===== src/rtl/pmc_pkg.sv =====
// Shared types for the path maximum-curvature block.
package pmc_pkg;

	typedef struct packed {
		logic busy;
		logic done;
	} pmc_status_t;

endpackage


===== src/rtl/path_max_curvature.sv =====
// Top level: path history, shared multiplier sequencer, serial divide and root, result register.
// A point that takes a turn runs 9 multiplier steps, then the divider for 2*FRAC_BITS+1 quotient bits,
// then the root unit for FRAC_BITS+1 root bits, then updates the running maximum.
// Points with no turn skip the arithmetic; the final point also loads the result register.
// One point at a time: input is ready only while the block is idle.
// Reset: arst_n clears history, point count, running maximum and the output valid.
module path_max_curvature #(
	parameter int COORD_WIDTH = 12,
	parameter int FRAC_BITS   = 16
) (
	input  logic                                         clk,
	input  logic                                         arst_n,
	input  logic                                         s_tvalid,
	output logic                                         s_tready,
	// point_x, point_y, zero fill
	input  logic [((2*COORD_WIDTH+7)/8)*8-1:0]           s_tdata,
	input  logic                                         s_tlast,
	output logic                                         m_tvalid,
	input  logic                                         m_tready,
	// peak turn sine, too_short, zero fill
	output logic [((FRAC_BITS+2+7)/8)*8-1:0]             m_tdata
);
	import pmc_pkg::*;

	localparam int CW    = COORD_WIDTH;
	localparam int OW    = 2*CW + 1;
	localparam int PW    = 2*OW;
	localparam int QW    = 2*FRAC_BITS + 1;
	localparam int RW    = FRAC_BITS + 1;
	localparam int OUT_W = ((FRAC_BITS + 2 + 7)/8)*8;

	localparam logic [2:0] ST_IDLE = 3'd0;
	localparam logic [2:0] ST_MUL  = 3'd1;
	localparam logic [2:0] ST_DIV  = 3'd2;
	localparam logic [2:0] ST_SQRT = 3'd3;
	localparam logic [2:0] ST_EMIT = 3'd4;

	localparam logic [3:0] MS_CROSS1 = 4'd0;
	localparam logic [3:0] MS_CROSS2 = 4'd1;
	localparam logic [3:0] MS_UX     = 4'd2;
	localparam logic [3:0] MS_UY     = 4'd3;
	localparam logic [3:0] MS_VX     = 4'd4;
	localparam logic [3:0] MS_VY     = 4'd5;
	localparam logic [3:0] MS_ACSQ   = 4'd6;
	localparam logic [3:0] MS_LEN    = 4'd7;
	localparam logic [3:0] MS_LAUNCH = 4'd8;

	localparam logic [1:0] PTS_FULL = 2'd2;

	logic [2:0]      state_q;
	logic [3:0]      mstep_q;
	logic [CW-1:0]   older_x_q, older_y_q, prior_x_q, prior_y_q;
	logic [1:0]      pts_q;
	logic [RW-1:0]   run_max_q;
	logic            last_q;
	logic            short_q;
	logic [CW-1:0]   ux_q, uy_q, vx_q, vy_q;
	logic            sign1_q, sign2_q;
	logic [PW-1:0]   prod_q;
	logic [2*CW-1:0] p1_q;
	logic [OW-1:0]   ac_q, lu_q, lv_q;
	logic [PW-1:0]   acsq_q;
	logic            m_valid_q;
	logic [RW-1:0]   out_max_q;
	logic            out_short_q;

	logic [CW-1:0]   cx, cy;
	logic [CW:0]     dux, duy, dvx, dvy;
	logic [CW-1:0]   mux_, muy, mvx, mvy;
	logic            unz, vnz, take_turn, accept;
	logic            emit_load;
	logic [OW-1:0]   mul_a, mul_b;
	logic [2*CW+1:0] sp1, sp2, crossv;
	logic [OW-1:0]   ac_abs;
	logic            div_start, sqrt_start;
	logic [QW-1:0]   quo;
	logic [RW-1:0]   root;
	pmc_status_t     div_st, sqrt_st;

	assign cx = s_tdata[CW-1:0];
	assign cy = s_tdata[2*CW-1:CW];

	always_comb begin
		dux  = {1'b0, prior_x_q} - {1'b0, older_x_q};
		duy  = {1'b0, prior_y_q} - {1'b0, older_y_q};
		dvx  = {1'b0, cx} - {1'b0, prior_x_q};
		dvy  = {1'b0, cy} - {1'b0, prior_y_q};
		mux_ = dux[CW] ? CW'(-dux) : dux[CW-1:0];
		muy  = duy[CW] ? CW'(-duy) : duy[CW-1:0];
		mvx  = dvx[CW] ? CW'(-dvx) : dvx[CW-1:0];
		mvy  = dvy[CW] ? CW'(-dvy) : dvy[CW-1:0];
		unz  = (mux_ != '0) || (muy != '0);
		vnz  = (mvx != '0) || (mvy != '0);
		take_turn = (pts_q == PTS_FULL) && unz && vnz;
	end

	assign s_tready  = (state_q == ST_IDLE);
	assign accept    = s_tvalid && s_tready;
	assign emit_load = (state_q == ST_EMIT) && (!m_valid_q || m_tready);

	always_comb begin
		unique case (mstep_q)
			MS_CROSS1: begin
				mul_a = OW'(ux_q);
				mul_b = OW'(vy_q);
			end
			MS_CROSS2: begin
				mul_a = OW'(uy_q);
				mul_b = OW'(vx_q);
			end
			MS_UX: begin
				mul_a = OW'(ux_q);
				mul_b = OW'(ux_q);
			end
			MS_UY: begin
				mul_a = OW'(uy_q);
				mul_b = OW'(uy_q);
			end
			MS_VX: begin
				mul_a = OW'(vx_q);
				mul_b = OW'(vx_q);
			end
			MS_VY: begin
				mul_a = OW'(vy_q);
				mul_b = OW'(vy_q);
			end
			MS_ACSQ: begin
				mul_a = ac_q;
				mul_b = ac_q;
			end
			MS_LEN: begin
				mul_a = lu_q;
				mul_b = lv_q;
			end
			default: begin
				mul_a = '0;
				mul_b = '0;
			end
		endcase
	end

	always_comb begin
		sp1    = sign1_q ? -{2'b00, p1_q} : {2'b00, p1_q};
		sp2    = sign2_q ? -{2'b00, prod_q[2*CW-1:0]} : {2'b00, prod_q[2*CW-1:0]};
		crossv = sp1 - sp2;
		ac_abs = crossv[2*CW+1] ? OW'(-crossv) : crossv[OW-1:0];
	end

	assign div_start  = (state_q == ST_MUL) && (mstep_q == MS_LAUNCH);
	assign sqrt_start = (state_q == ST_DIV) && div_st.done;

	pmc_div #(
		.NW(PW),
		.QW(QW)
	) u_div (
		.clk   (clk),
		.arst_n(arst_n),
		.start (div_start),
		.num   (acsq_q),
		.den   (prod_q),
		.quo   (quo),
		.st    (div_st)
	);

	pmc_sqrt #(
		.RW(RW)
	) u_sqrt (
		.clk   (clk),
		.arst_n(arst_n),
		.start (sqrt_start),
		.rad   ({1'b0, quo}),
		.root  (root),
		.st    (sqrt_st)
	);

	always_ff @(posedge clk or negedge arst_n) begin
		if (!arst_n) begin
			state_q     <= ST_IDLE;
			mstep_q     <= MS_CROSS1;
			older_x_q   <= '0;
			older_y_q   <= '0;
			prior_x_q   <= '0;
			prior_y_q   <= '0;
			pts_q       <= '0;
			run_max_q   <= '0;
			last_q      <= 1'b0;
			short_q     <= 1'b0;
			m_valid_q   <= 1'b0;
			out_max_q   <= '0;
			out_short_q <= 1'b0;
		end else begin
			if (emit_load) begin
				m_valid_q <= 1'b1;
			end else if (m_tready) begin
				m_valid_q <= 1'b0;
			end
			unique case (state_q)
				ST_IDLE: begin
					if (accept) begin
						last_q  <= s_tlast;
						short_q <= (pts_q != PTS_FULL);
						mstep_q <= MS_CROSS1;
						if (s_tlast) begin
							older_x_q <= '0;
							older_y_q <= '0;
							prior_x_q <= '0;
							prior_y_q <= '0;
							pts_q     <= '0;
						end else begin
							older_x_q <= prior_x_q;
							older_y_q <= prior_y_q;
							prior_x_q <= cx;
							prior_y_q <= cy;
							if (pts_q != PTS_FULL) begin
								pts_q <= pts_q + 1'b1;
							end
						end
						if (take_turn) begin
							state_q <= ST_MUL;
						end else if (s_tlast) begin
							state_q <= ST_EMIT;
						end
					end
				end
				ST_MUL: begin
					if (mstep_q == MS_LAUNCH) begin
						state_q <= ST_DIV;
					end else begin
						mstep_q <= mstep_q + 1'b1;
					end
				end
				ST_DIV: begin
					if (div_st.done) begin
						state_q <= ST_SQRT;
					end
				end
				ST_SQRT: begin
					if (sqrt_st.done) begin
						if (root > run_max_q) begin
							run_max_q <= root;
						end
						state_q <= last_q ? ST_EMIT : ST_IDLE;
					end
				end
				ST_EMIT: begin
					if (emit_load) begin
						out_max_q   <= run_max_q;
						out_short_q <= short_q;
						run_max_q   <= '0;
						state_q     <= ST_IDLE;
					end
				end
				default: begin
					state_q <= ST_IDLE;
				end
			endcase
		end
	end

	always_ff @(posedge clk) begin
		if (accept) begin
			ux_q    <= mux_;
			uy_q    <= muy;
			vx_q    <= mvx;
			vy_q    <= mvy;
			sign1_q <= dux[CW] ^ dvy[CW];
			sign2_q <= duy[CW] ^ dvx[CW];
		end
		if (state_q == ST_MUL) begin
			prod_q <= mul_a * mul_b;
			case (mstep_q)
				MS_CROSS2: p1_q   <= prod_q[2*CW-1:0];
				MS_UX:     ac_q   <= ac_abs;
				MS_UY:     lu_q   <= prod_q[OW-1:0];
				MS_VX:     lu_q   <= lu_q + prod_q[OW-1:0];
				MS_VY:     lv_q   <= prod_q[OW-1:0];
				MS_ACSQ:   lv_q   <= lv_q + prod_q[OW-1:0];
				MS_LEN:    acsq_q <= prod_q;
				default: ;
			endcase
		end
	end

	assign m_tvalid = m_valid_q;
	assign m_tdata  = OUT_W'({out_short_q, out_max_q});

`ifndef SYNTHESIS
	a_idle_units: assert property (@(posedge clk) disable iff (!arst_n)
		s_tready |-> !div_st.busy && !sqrt_st.busy)
		else $error("input ready while arithmetic units busy");

	a_root_bound: assert property (@(posedge clk) disable iff (!arst_n)
		sqrt_st.done |-> root <= RW'(1) << FRAC_BITS)
		else $error("turn sine above one");

	a_max_bound: assert property (@(posedge clk) disable iff (!arst_n)
		run_max_q <= RW'(1) << FRAC_BITS)
		else $error("running maximum above one");

	a_short_zero: assert property (@(posedge clk) disable iff (!arst_n)
		m_valid_q && out_short_q |-> out_max_q == '0)
		else $error("short path carries nonzero maximum");
`endif

endmodule


===== src/rtl/pmc_div.sv =====
// Bit-serial restoring divider, one quotient bit per cycle, for a quotient known to fit QW bits.
module pmc_div #(
	parameter int NW = 50,
	parameter int QW = 33
) (
	input  logic                 clk,
	input  logic                 arst_n,
	input  logic                 start,
	input  logic [NW-1:0]        num,
	input  logic [NW-1:0]        den,
	output logic [QW-1:0]        quo,
	output pmc_pkg::pmc_status_t st
);
	import pmc_pkg::*;

	localparam int CNTW = $clog2(QW);

	logic [NW-1:0]   rem_q;
	logic [NW-1:0]   den_q;
	logic [QW-1:0]   quo_q;
	logic [CNTW-1:0] cnt_q;
	logic            busy_q;
	logic            done_q;
	logic [NW:0]     trial;
	logic [NW:0]     diff;
	logic            ge;

	always_comb begin
		trial = (cnt_q == '0) ? {1'b0, rem_q} : {rem_q, 1'b0};
		diff  = trial - {1'b0, den_q};
		ge    = (trial >= {1'b0, den_q});
	end

	always_ff @(posedge clk or negedge arst_n) begin
		if (!arst_n) begin
			busy_q <= 1'b0;
			done_q <= 1'b0;
			cnt_q  <= '0;
		end else begin
			done_q <= 1'b0;
			if (start) begin
				busy_q <= 1'b1;
				cnt_q  <= '0;
			end else if (busy_q) begin
				if (cnt_q == CNTW'(QW - 1)) begin
					busy_q <= 1'b0;
					done_q <= 1'b1;
					cnt_q  <= '0;
				end else begin
					cnt_q <= cnt_q + 1'b1;
				end
			end
		end
	end

	always_ff @(posedge clk) begin
		if (start) begin
			rem_q <= num;
			den_q <= den;
			quo_q <= '0;
		end else if (busy_q) begin
			rem_q <= ge ? diff[NW-1:0] : trial[NW-1:0];
			quo_q <= {quo_q[QW-2:0], ge};
		end
	end

	assign quo     = quo_q;
	assign st.busy = busy_q;
	assign st.done = done_q;

endmodule


===== src/rtl/pmc_sqrt.sv =====
// Bit-serial integer square root, two radicand bits and one root bit per cycle.
module pmc_sqrt #(
	parameter int RW = 17
) (
	input  logic                 clk,
	input  logic                 arst_n,
	input  logic                 start,
	input  logic [2*RW-1:0]      rad,
	output logic [RW-1:0]        root,
	output pmc_pkg::pmc_status_t st
);
	import pmc_pkg::*;

	localparam int CNTW = $clog2(RW);

	logic [2*RW-1:0] rad_q;
	logic [RW+1:0]   rem_q;
	logic [RW-1:0]   root_q;
	logic [CNTW-1:0] cnt_q;
	logic            busy_q;
	logic            done_q;
	logic [RW+3:0]   shifted;
	logic [RW+3:0]   trial;
	logic [RW+3:0]   diff;
	logic            ge;

	always_comb begin
		shifted = {rem_q, rad_q[2*RW-1 -: 2]};
		trial   = {2'b00, root_q, 2'b01};
		diff    = shifted - trial;
		ge      = (shifted >= trial);
	end

	always_ff @(posedge clk or negedge arst_n) begin
		if (!arst_n) begin
			busy_q <= 1'b0;
			done_q <= 1'b0;
			cnt_q  <= '0;
		end else begin
			done_q <= 1'b0;
			if (start) begin
				busy_q <= 1'b1;
				cnt_q  <= '0;
			end else if (busy_q) begin
				if (cnt_q == CNTW'(RW - 1)) begin
					busy_q <= 1'b0;
					done_q <= 1'b1;
					cnt_q  <= '0;
				end else begin
					cnt_q <= cnt_q + 1'b1;
				end
			end
		end
	end

	always_ff @(posedge clk) begin
		if (start) begin
			rad_q  <= rad;
			rem_q  <= '0;
			root_q <= '0;
		end else if (busy_q) begin
			rad_q  <= {rad_q[2*RW-3:0], 2'b00};
			rem_q  <= ge ? diff[RW+1:0] : shifted[RW+1:0];
			root_q <= {root_q[RW-2:0], ge};
		end
	end

	assign root    = root_q;
	assign st.busy = busy_q;
	assign st.done = done_q;

endmodule

===== config.mk =====
export PLATFORM = sky130hd
export DESIGN_NAME = path_max_curvature
export DESIGN_NICKNAME = d
export VERILOG_FILES = /design/src/rtl/pmc_pkg.sv /design/src/rtl/path_max_curvature.sv /design/src/rtl/pmc_div.sv /design/src/rtl/pmc_sqrt.sv
export SDC_FILE = /design/constraint.sdc
export NUM_CORES = 2
export LEC_CHECK = 0
export ABC_CLOCK_PERIOD_IN_PS = 11600
export BUFFER_PORTS_ARGS = -buffer_cell sky130_fd_sc_hd__buf_2
export CAP_MARGIN = 10
export CELL_PAD_IN_SITES_DETAIL_PLACEMENT = 0
export CELL_PAD_IN_SITES_GLOBAL_PLACEMENT = 1
export CORE_AREA = 4 4 331 333
export CTS_CLUSTER_SIZE = 8
export DETAILED_ROUTE_END_ITERATION = 7
export DIE_AREA = 0 0 335 337
export PLACE_DENSITY = 0.88
export SLEW_MARGIN = 20
export SYNTH_ARGS = -nofsm -noshare
export SYNTH_HDL_FRONTEND = slang
export SYNTH_SLANG_ARGS = --single-unit

===== constraint.sdc =====
create_clock -name clk -period 11.6 [get_ports clk]
set_clock_uncertainty 0.05 [all_clocks]
set_input_delay 0.58 -clock clk [delete_from_list [all_inputs] [get_ports clk]]
set_output_delay 0.58 -clock clk [all_outputs]
set_load 0.01 [all_outputs]

==> run metrics <==
status finished, final reports clean; vias in the first global route 43900; Fin. Hold Viols 0; Crit path buffers/inverters 5; Hold WC Path Type input pin to flop; die area 113000 µm²; Core Region 107000 µm²; slowest cell delay on critical path 780 ps; Top Ports 55; Least-Margin Pin Slew 1280 ps; leading area contributor after synthesis edfxtp_1; Max-cap violations 0; multi-input logic area 35500 µm²; Reg clk slew, reported paths 50 ps; R2R setup slack 1170 ps; Main synth FF type edfxtp_1; Initial Util ~52%; Avg Inst Size Synth 9.26 µm²; Crit path top cell by count fa_1; Total Wirelength 158 mm; highest clock rate 95.9 MHz; GP Congestion roughly 1; Distinct cells, synth 100; post-route ant nets 0; ranking of synthesized cells by area edfxtp_1, fa_1, ha_1, inv_1, nand2_1; RSZ-0062 raised after global routing false; CP Max Fanout 64; DR iter-0 viols 4092; GRT met2 Usage 46.6%; Slew HR about 14%; die height 337 µm; Vias/cell 5.86; grt total ovfl 0; row cnt 120; Worst setup EP type flop; Final #Nets 6922; final cycle utilization of the critical path about nine tenths; Setup Total Neg Slack 0 ps; min Tclk post-route between 10000 and 15000 ps; port bufs 48; most frequent cells in the layout inv_1, nand2_1, fa_1; pin count of the biggest net entering global routing 99; CP Class flop to flop; drt first pass iters 6; Die W 335 µm; antenna violations before repair 2; area grow syn2layout 7.80%; sequential-to-total area share from yosys stat 28.3%; final setup fails 0; Worst setup SP type flop; TritonCTS Buffers 82; share of cells above drive strength 1 around 6.3%; Seq. cell area between 15000 and 20000 µm²; number of synthesized flops with an enable pin between 300 and 400; post-CTS resize count 0; CTS H-tree depth 3; Yosys reg bits 562; Crit path arrival time 10780 ps; GRT met1 Usage 36.0%; dpl hpwl approximately 120 mm; commonest non-fill, non-tap cell in the layout inv_1; Clock Tree Buf Depth 3; CTS tree done; drt wl/cell 21.4 µm; Worst-Skew Late Latency ~670 ps; Clock Sinks between 500 and 600; Worst EP required 11950 ps; GRT busiest layer met2; fin. max-slew vios 0; fillers 9543; Remaining DRCs 0; cell area after synthesis 55200 µm²; Mapped Cells around 6000; post-synth top area share just over 20%; Worst path slowest cell a221o_1; Async SR Flop Fraction 19.6%; CTS Root Cell clkbuf_16; vias after detailed routing 43500; number of synthesis warnings 0; crit-path leading delay family adder cells; Total Routing Usage GR between 20% and 30%; GR Layer Usage met3 5.84%; first-pass GRT wire length roughly 250 mm
==> logic make-up after synthesis <==
kind of cell | after synthesis | share of synthesized area (%)
AOI/OAI and AO/OA | 1134 | 13.9
xor gates and xnor gates | 294 | 4.68
adders and majority gates | 942 | 28.6
buffers and inverters | 1097 | 7.55
DFF | 562 | 28.3
muxes | 133 | 2.54
other | 1 | 0.00679
and+or+nand+nor | 1799 | 14.4
==> what timing repair did <==
action / in CTS / in global routing
buffers inserted: 0 / 0
endpoints found under the hold margin: 54 / 0
endpoints found under the setup margin: 0 / 0
hold buffers: 1 / 0
==> per-layer routing <==
layer,up-vias,routed length (µm)
met4,0,7980
met5,-,0
met1,21300,64000
met3,431,13500
li1,20100,-
met2,1693,72900
==> tightest hold or removal path: cells and delay by family <==
family / cells / cell delay [ps]
compound gates: 1 / 60
buf+inv: 1 / 90
simple gates: 1 / 70
==> state kept, by name (all words and copies together) (netlist names), 19 cells and up <==
| register | cells |
|---|---|
| acsq_q | 50 |
| prod_q | 50 |
| u_div.den_q | 50 |
| u_div.rem_q | 50 |
| u_sqrt.rad_q | 34 |
| u_div.quo | 33 |
| ac_q | 25 |
| lu_q | 25 |
| lv_q | 25 |
| p1_q | 24 |
| u_sqrt.rem_q | 19 |
==> Yosys cell counts (all sizes together), types with 11 or more instances <==
master and n:
a21oi 213, a41oi 11, a31o 11, nor2b 31, or3 31, o21a 52
o21bai 28, o211ai 20, a21o 100, nor2 488, mux2 57, a2111oi 12
o41ai 17, and3 34, nand4 24, fa 534, edfxtp 382, a22o 44
nand3 84, a221oi 20, nor4 19, mux2i 76, a31oi 68, nand2b 34
o21ai 237, dfrtp 110, a22oi 82, nor3 72, dfxtp 70, o31ai 63
ha 408, buf 38, nand3b 36, xor2 108, clkbuf 209, and2 50
o31a 11, a211oi 42, inv 850, a221o 17, or2 24, nand2 829
xnor2 186
==> cell type report <==
cell class                 count  area share, %
multi-input combinational   4308           59.7
sequential                   562           26.3
inverter                     850           5.37
clock buffer                 135           3.85
tap                         1403           2.95
timing repair buffer         147           1.67
clock inverter                 9          0.235
antenna                        2        0.00841
==> per-stage QoR <==
stage / instance area [µm²] / cells / util (%) / hold slack (ps) / setup slack (ps)
after floorplan: 55200 / 5967 / - / 234 / 2700
after global placement: 57000 / 7267 / 53.5 / 374 / 1680
after detailed placement: 57000 / 7268 / 53.5 / 384 / 1380
after CTS: 59500 / 7413 / 55.8 / 94.9 / 1400
after global routing: 59500 / 7414 / 55.8 / 125 / 798
final: 59500 / 7416 / 55.8 / 141 / 1170
==> worst paths after layout <==
kind | from | end | cells past startpoint
worst max-delay path | mstep_q[2] | prod_q[49] | 29
worst min-delay path | s_tdata[19] | prior_y_q[7] | 3
worst max register to register | mstep_q[2] | prod_q[49] | 29
worst min register to register | prod_q[34] | acsq_q[34] | 0
max in group asynchronous | arst_n | u_div.busy_q | 3
min in group asynchronous | arst_n | older_x_q[11] | 2
Power is not shown: default switching activity piles up to over one toggle a cycle in this logic, so the estimate is an artifact.
